==> src/rtl/ubx_frame_parser_core_defines.svh <==
// ---------------------------------------------------------------------------
// UBX frame parser core assertion macros
// Shared concurrent assertion helpers, clocked on clk_i and reset by rst_ni.
// ---------------------------------------------------------------------------
`ifndef UBX_FRAME_PARSER_CORE_DEFINES_SVH
`define UBX_FRAME_PARSER_CORE_DEFINES_SVH

// Same-cycle implication
`define UBX_ASSERT_NOW(lbl, ant, cons, msg) \
  lbl: assert property (@(posedge clk_i) disable iff (!rst_ni) (ant) |-> (cons)) \
    else $error(msg);

// Next-cycle implication
`define UBX_ASSERT_NEXT(lbl, ant, cons, msg) \
  lbl: assert property (@(posedge clk_i) disable iff (!rst_ni) (ant) |=> (cons)) \
    else $error(msg);

`endif

==> src/rtl/ubxfp_pkg.sv <==
// ---------------------------------------------------------------------------
// UBX frame parser package
// Parser phase codes, sync constants and the result record.
// ---------------------------------------------------------------------------
package ubxfp_pkg;

  localparam logic [7:0] SYNC_FIRST  = 8'hB5;
  localparam logic [7:0] SYNC_SECOND = 8'h62;

  typedef enum logic [3:0] {
    PH_HUNT    = 4'd0,
    PH_SYNC1   = 4'd1,
    PH_SYNC2   = 4'd2,
    PH_CLASS   = 4'd3,
    PH_ID      = 4'd4,
    PH_LEN_LO  = 4'd5,
    PH_PAYLOAD = 4'd6,
    PH_CK_A    = 4'd7,
    PH_CK_B    = 4'd8,
    PH_DONE    = 4'd9
  } phase_e;

  typedef struct packed {
    logic [3:0]  phase;
    logic        payload_valid;
    logic [7:0]  payload_byte;
    logic [15:0] payload_index;
    logic [7:0]  msg_class;
    logic [7:0]  msg_id;
    logic [15:0] msg_length;
    logic        checksum_error;
  } result_t;

endpackage

==> src/rtl/ubx_frame_parser_core.sv <==
// Each accepted byte's result is registered in the result register, or in the skid register when the output is stalled.
// One byte per cycle while in_stall_o is low; the parser state updates in a single step per byte.
// A two-entry output stage (result register plus skid register) keeps input flowing.
// Reset clears the parser phase, checksums, header registers and the output valids.
// ---------------------------------------------------------------------------
// UBX frame parser core
// Hunts for sync, captures the header, forwards payload bytes with their
// index and checks the Fletcher-8 checksum, one byte per transaction.
// ---------------------------------------------------------------------------
`include "ubx_frame_parser_core_defines.svh"

module ubx_frame_parser_core (
  input  logic        clk_i,
  input  logic        rst_ni,
  input  logic        in_valid_i,
  output logic        in_stall_o,
  input  logic [7:0]  rx_byte_i,
  output logic        out_valid_o,
  input  logic        out_stall_i,
  output logic [3:0]  phase_o,
  output logic        payload_valid_o,
  output logic [7:0]  payload_byte_o,
  output logic [15:0] payload_index_o,
  output logic [7:0]  msg_class_o,
  output logic [7:0]  msg_id_o,
  output logic [15:0] msg_length_o,
  output logic        checksum_error_o
);

  ubxfp_pkg::phase_e  phase_q, phase_d;
  logic [7:0]         sum_a_q, sum_a_d;
  logic [7:0]         sum_b_q, sum_b_d;
  logic [7:0]         class_q, class_d;
  logic [7:0]         id_q, id_d;
  logic [15:0]        len_q, len_d;
  logic [15:0]        idx_q, idx_d;

  ubxfp_pkg::result_t res_d;
  ubxfp_pkg::result_t out_q, skid_q;
  logic               out_vld_q, skid_vld_q;

  logic               accept;
  logic               out_take;
  logic [7:0]         acc_a;
  logic [7:0]         acc_b;
  logic [15:0]        idx_inc;

  assign in_stall_o = skid_vld_q;
  assign accept     = in_valid_i && !skid_vld_q;
  assign out_take   = out_vld_q && !out_stall_i;

  assign acc_a   = sum_a_q + rx_byte_i;
  assign acc_b   = sum_b_q + acc_a;
  assign idx_inc = idx_q + 16'd1;

  // Next state
  always_comb begin
    phase_d = ubxfp_pkg::PH_HUNT;
    sum_a_d = sum_a_q;
    sum_b_d = sum_b_q;
    class_d = class_q;
    id_d    = id_q;
    len_d   = len_q;
    idx_d   = idx_q;
    unique case (phase_q)
      ubxfp_pkg::PH_SYNC1: begin
        if (rx_byte_i == ubxfp_pkg::SYNC_SECOND) begin
          phase_d = ubxfp_pkg::PH_SYNC2;
          sum_a_d = '0;
          sum_b_d = '0;
        end
      end
      ubxfp_pkg::PH_SYNC2: begin
        sum_a_d = acc_a;
        sum_b_d = acc_b;
        class_d = rx_byte_i;
        phase_d = ubxfp_pkg::PH_CLASS;
      end
      ubxfp_pkg::PH_CLASS: begin
        sum_a_d = acc_a;
        sum_b_d = acc_b;
        id_d    = rx_byte_i;
        phase_d = ubxfp_pkg::PH_ID;
      end
      ubxfp_pkg::PH_ID: begin
        sum_a_d = acc_a;
        sum_b_d = acc_b;
        len_d   = {8'd0, rx_byte_i};
        phase_d = ubxfp_pkg::PH_LEN_LO;
      end
      ubxfp_pkg::PH_LEN_LO: begin
        sum_a_d = acc_a;
        sum_b_d = acc_b;
        len_d   = {rx_byte_i, len_q[7:0]};
        idx_d   = '0;
        // Empty payload skips straight to the checksum
        phase_d = ({rx_byte_i, len_q[7:0]} == 16'd0) ? ubxfp_pkg::PH_CK_A
                                                      : ubxfp_pkg::PH_PAYLOAD;
      end
      ubxfp_pkg::PH_PAYLOAD: begin
        sum_a_d = acc_a;
        sum_b_d = acc_b;
        idx_d   = idx_inc;
        phase_d = (idx_inc >= len_q) ? ubxfp_pkg::PH_CK_A : ubxfp_pkg::PH_PAYLOAD;
      end
      ubxfp_pkg::PH_CK_A: begin
        phase_d = (rx_byte_i == sum_a_q) ? ubxfp_pkg::PH_CK_B : ubxfp_pkg::PH_HUNT;
      end
      ubxfp_pkg::PH_CK_B: begin
        phase_d = (rx_byte_i == sum_b_q) ? ubxfp_pkg::PH_DONE : ubxfp_pkg::PH_HUNT;
      end
      default: begin
        // Hunt, frame done and unused codes all look for the first sync byte
        phase_d = (rx_byte_i == ubxfp_pkg::SYNC_FIRST) ? ubxfp_pkg::PH_SYNC1
                                                       : ubxfp_pkg::PH_HUNT;
      end
    endcase
  end

  // Result fields
  always_comb begin
    res_d.phase          = phase_d;
    res_d.payload_valid  = (phase_q == ubxfp_pkg::PH_PAYLOAD);
    res_d.payload_byte   = (phase_q == ubxfp_pkg::PH_PAYLOAD) ? rx_byte_i : 8'd0;
    res_d.payload_index  = (phase_q == ubxfp_pkg::PH_PAYLOAD) ? idx_q : 16'd0;
    res_d.msg_class      = class_d;
    res_d.msg_id         = id_d;
    res_d.msg_length     = len_d;
    res_d.checksum_error = ((phase_q == ubxfp_pkg::PH_CK_A) && (rx_byte_i != sum_a_q)) ||
                           ((phase_q == ubxfp_pkg::PH_CK_B) && (rx_byte_i != sum_b_q));
  end

  always_ff @(posedge clk_i or negedge rst_ni) begin
    if (!rst_ni) begin
      phase_q <= ubxfp_pkg::PH_HUNT;
      sum_a_q <= '0;
      sum_b_q <= '0;
      class_q <= '0;
      id_q    <= '0;
      len_q   <= '0;
      idx_q   <= '0;
    end else if (accept) begin
      phase_q <= phase_d;
      sum_a_q <= sum_a_d;
      sum_b_q <= sum_b_d;
      class_q <= class_d;
      id_q    <= id_d;
      len_q   <= len_d;
      idx_q   <= idx_d;
    end
  end

  // Output register with skid entry
  always_ff @(posedge clk_i or negedge rst_ni) begin
    if (!rst_ni) begin
      out_vld_q  <= 1'b0;
      skid_vld_q <= 1'b0;
    end else if (skid_vld_q) begin
      if (out_take) begin
        skid_vld_q <= 1'b0;
      end
    end else if (accept) begin
      if (!out_vld_q || out_take) begin
        out_vld_q <= 1'b1;
      end else begin
        skid_vld_q <= 1'b1;
      end
    end else if (out_take) begin
      out_vld_q <= 1'b0;
    end
  end

  always_ff @(posedge clk_i) begin
    if (skid_vld_q) begin
      if (out_take) begin
        out_q <= skid_q;
      end
    end else if (accept) begin
      if (!out_vld_q || out_take) begin
        out_q <= res_d;
      end else begin
        skid_q <= res_d;
      end
    end
  end

  assign out_valid_o      = out_vld_q;
  assign phase_o          = out_q.phase;
  assign payload_valid_o  = out_q.payload_valid;
  assign payload_byte_o   = out_q.payload_byte;
  assign payload_index_o  = out_q.payload_index;
  assign msg_class_o      = out_q.msg_class;
  assign msg_id_o         = out_q.msg_id;
  assign msg_length_o     = out_q.msg_length;
  assign checksum_error_o = out_q.checksum_error;

  `UBX_ASSERT_NOW(a_skid_behind_out, skid_vld_q, out_vld_q,
                  "skid entry held while result register empty")
  `UBX_ASSERT_NOW(a_payload_phase, out_vld_q && out_q.payload_valid,
                  (out_q.phase == ubxfp_pkg::PH_PAYLOAD) ||
                  (out_q.phase == ubxfp_pkg::PH_CK_A),
                  "payload byte reported outside payload")
  `UBX_ASSERT_NOW(a_cksum_err_hunt, out_vld_q && out_q.checksum_error,
                  out_q.phase == ubxfp_pkg::PH_HUNT,
                  "checksum error without return to hunt")
  `UBX_ASSERT_NEXT(a_frame_done,
                   accept && (phase_q == ubxfp_pkg::PH_CK_B) && (rx_byte_i == sum_b_q),
                   phase_q == ubxfp_pkg::PH_DONE,
                   "matching second checksum byte did not complete the frame")

endmodule

==> config.mk <==
export PLATFORM = sky130hd
export DESIGN_NAME = ubx_frame_parser_core
export DESIGN_NICKNAME = d
export VERILOG_FILES = /design/src/rtl/ubxfp_pkg.sv /design/src/rtl/ubx_frame_parser_core.sv
export VERILOG_INCLUDE_DIRS = /design/src /design/src/rtl
export SDC_FILE = /design/constraint.sdc
export NUM_CORES = 1
export LEC_CHECK = 0
export ABC_AREA = 1
export BUFFER_PORTS_ARGS = -buffer_cell sky130_fd_sc_hd__buf_4
export CORE_MARGIN = 5
export CORE_UTILIZATION = 33
export CTS_BUF_LIST = sky130_fd_sc_hd__clkbuf_8
export DETAILED_ROUTE_END_ITERATION = 8
export GPL_TIMING_DRIVEN = 0
export PLACE_DENSITY = 0.6
export SKIP_LAST_GASP = 1
export SYNTH_ARGS = -nofsm -noshare
export SYNTH_HDL_FRONTEND = slang
export SYNTH_SLANG_ARGS = --single-unit
==> constraint.sdc <==
create_clock -name clk_i -period 5.65 [get_ports clk_i]
set_clock_uncertainty 0.05 [all_clocks]
set_input_delay 0.2825 -clock clk_i [delete_from_list [all_inputs] [get_ports clk_i]]
set_output_delay 0.2825 -clock clk_i [all_outputs]
set_load 0.005 [all_outputs]
==> metrics.md <==
| Metric | Value |
|---|---|
| Status | `complete, no violations` |
| I/O Pins | `76` |
| Worst EP required | `5.93 ns` |
| Slew Limit Fails | `0` |
| DR WL/cell | `14.61 µm` |
| Buffers added on ports | `74` |
| Gate power share | `42.8%` |
| Fin. Hold Viols | `0` |
| Clk Latency, worst-skew pair | `0.47 ns` |
| GP Congestion | `0.8427` |
| Gr ovfl total | `0` |
| Synth warnings | `0` |
| Critical-path maximum fanout | `4` |
| Number of global-route vias before repair | `6652` |
| Initial antenna violation count | `0` |
| Cells along the critical path | `nand3_1 -> inv_1 -> nand4_2 -> nor2_2 -> nand3b_1 -> nor2_1 -> nand2_1 -> and2_1 -> ha_1 -> nand2_1 -> nor4_1 -> nand2_1 -> nand2_1 -> nand2_1 -> nand2_1 -> nand3_1 -> nand2_1` |
| Routed wire length | `21440 µm` |
| Slowest stage delay, CP | `0.44 ns` |
| Int Power | `0.003543 W` |
| Sw Share | `38.44%` |
| VDD IR-drop max | `0.1727 mV` |
| Worst Path Arrival | `3.17 ns` |
| Synth Net Count | `1024` |
| Post-CTS Setup Repair Bufs | `0` |
| # diodes | `0` |
| PD cells | `527.0 nW/µm²` |
| CP max-delay cell | `dfrtp_1` |
| Die width | `178.3 µm` |
| Residual DRC | `0` |
| Area delta synth->final | `16.85%` |
| Pwr Total | `0.005756 W` |
| Nets | `1122` |
| WHS | `0.06662 ns` |
| Sink Count | `194` |
| Via count | `6781` |
| Crit Path Class | `flip-flop to flip-flop` |
| Global-route wire length before repair | `34980 µm` |
| F_max | `345.9 MHz` |
| Setup crit start kind | `flip-flop` |
| Post-synth EDFFs | `124` |
| CTS Buf Count | `17` |
| Slew at the pin closest to its max-slew limit | `0.9621 ns` |
| HPWL Detailed | `15670 µm` |
| RSZ-0062 raised after global routing | `no` |
| Async SR Flop Fraction | `36.08%` |
| Top FF cell, synth | `edfxtp_1` |
| Final Cell Area | `10920 µm²` |
| Fraction of layout cells with a size suffix above 1 | `15.50%` |
| Clock Pin Slew Worst Setup and Hold Paths | `0.11 ns` |
| Die area | `31790 µm²` |
| Max Cap Viol | `0` |
| Placed Instances | `1435` |
| Minimum clock period | `2.891 ns` |
| Final Setup Violations | `0` |
| Worst rel slew slack | `35.86%` |
| Placed cell area | `10490 µm²` |
| Library cells used by synthesis | `43` |
| Post-Synthesis Cells | `979` |
| Worst Hold Class | `primary input to flip-flop` |
| Initial Util | `33.55%` |
| Worst path most repeated cell | `nand2_1` |
| Core area | `27860 µm²` |
| Seq/Total Area, Yosys | `58.57%` |
| Sequential share of power | `40.4%` |
| FP Rows | `61` |
| Yosys reg bits | `194` |
| CTS tree | `done` |
| Root Buffer | `clkbuf_8` |
| Critical Path End Type | `flip-flop` |
| First-pass iteration count of the detailed router | `5` |
| H-tree depth | `4` |
| P_sw | `0.002213 W` |
| Clk buf depth | `2` |
| Avg Vias per Cell | `4.619` |
| Chip Height | `178.3 µm` |
| Pin count of the biggest net entering global routing | `71` |
| Crit share post-route | `51.16%` |
| Total GRT Usage | `13.89%` |
| Syn avg cell area | `9.548 µm²` |
| Post-Layout Cell Count | `1468` |
| Mapped Area | `9348 µm²` |
| First DRT Iteration DRCs | `501` |
| Clock power frac | `16.8%` |
| Leakage | `4.917 nW` |
| Post-route ant nets | `0` |
cells in the final DEF (no fill, tap or decap), types with 14 or more instances in the layout:
| cell | count |
|---|---|
| o22ai_1 | 16 |
| clkbuf_8 | 19 |
| nand2_1 | 313 |
| inv_1 | 105 |
| nor2_1 | 56 |
| o21ai_1 | 14 |
| nand3_1 | 28 |
| edfxtp_1 | 124 |
| buf_4 | 76 |
| a21oi_1 | 16 |
| clkbuf_1 | 20 |
| o21ai_0 | 77 |
| ha_1 | 31 |
| dfrtp_1 | 70 |
power groups by stage:
stage | Clock, W | Combinational [W] | Sequential, W
6_report | 0.000970 | 0.00246 | 0.00232
5_1_grt | 0.00104 | 0.00285 | 0.00238
4_1_cts | 0.000991 | 0.00250 | 0.00233
3_5_place_dp | 0 | 0.00249 | 0.00236
3_3_place_gp | 0 | 0.00238 | 0.00239
2_1_floorplan | 0 | 0.00159 | 0.00237
worst max-delay path: cells and delay by family, from the launching register on:
kind | cells | cell delay, ns
AND/OR/NAND/NOR | 15 | 1.86
adder cells (fa/ha/maj) | 1 | 0.29
buffers and inverters | 1 | 0.11
flip-flops | 1 | 0.44
cell usage after synthesis (9+ instances only):
master      n  area share, %
nand2_1   313             13
edfxtp_1  124             40
inv_1     102            4.1
o21ai_0    77            4.1
dfrtp_1    70             19
nor2_1     57            2.3
ha_1       31            4.1
nand3_1    28            1.5
clkbuf_1   20           0.80
a21oi_1    17           0.91
o22ai_1    16            1.1
o21ai_1    14           0.75
or2_2      10           0.67
xnor2_1    10           0.94
xor2_1     10           0.94
inv_2       9           0.36
sequential cells by signal, summed over array words and instances, names as in the netlist, 8 cells and up:
name / count
len_q: 16
msg_class_o: 8
msg_id_o: 8
sum_a_q: 8
payload_byte_o: 8
payload_index_o: 16
id_q: 8
skid_q: 62
idx_q: 16
msg_length_o: 16
class_q: 8
sum_b_q: 8
cells by family after synthesis:
logic type / share of synthesized area (%)
AO/OA/AOI/OAI: 8.781
XOR/XNOR: 1.874
adder cells (fa/ha/maj): 4.578
buffers and inverters: 6.130
flip-flops: 58.57
AND/OR/NAND/NOR: 20.06
area by class of cell:
type / instances / area (µm²)
Clock buffer: 19 / 261.5
Timing Repair Buffer: 79 / 660.6
Clock inverter: 13 / 161.4
Inverter: 112 / 421.7
Sequential cell: 194 / 5475
Buffer: 32 / 151.4
Tap cell: 378 / 473.0
Fill cell: 2782 / 16940
Multi-Input combinational cell: 641 / 3318
path summary, 6_finish.rpt:
kind / from / to / slack [ns] / cells after the start
max reg2reg: idx_q[0]$_DFFE_PN0P_ / phase_o[0]$_DFFE_PP_ / 2.76 / 17
min in group asynchronous: rst_ni / sum_a_q[6]$_DFFE_PN0P_ / 0.44 / 2
max: idx_q[0]$_DFFE_PN0P_ / phase_o[0]$_DFFE_PP_ / 2.76 / 17
max in group asynchronous: rst_ni / idx_q[3]$_DFFE_PN0P_ / 4.46 / 2
min reg2reg: class_q[5]$_DFFE_PN0P_ / class_q[5]$_DFFE_PN0P_ / 0.44 / 2
min: out_stall_i / in_stall_o$_DFF_PN0_ / 0.07 / 3
through the flow:
step | utilization, % | setup slack (ns) | setup TNS, ns
6_report | 39.21 | 2.759 | 0
4_1_cts | 39.21 | 2.753 | 0
5_1_grt | 39.21 | 2.426 | 0
2_1_floorplan | - | 1.050 | 0
3_3_place_gp | 37.25 | -0.7112 | -72.33
3_5_place_dp | 37.66 | 2.748 | 0
per-layer routing:
metal  vias to the layer above  track usage [%]  part of all wire [%]
met5                         -                0                     0
met4                         0            3.774                   1.5
met3                        19            3.243                   6.2
met2                       152            22.04                    45
met1                      3199            19.21                    47
li1                       3411                -                     -
what timing repair did:
item                                   CTS  global route
hold buffers                             1             0
endpoints found under the hold margin   70             0
resized for setup                        0             0
Note: power is estimated with default switching activity, not from simulation.
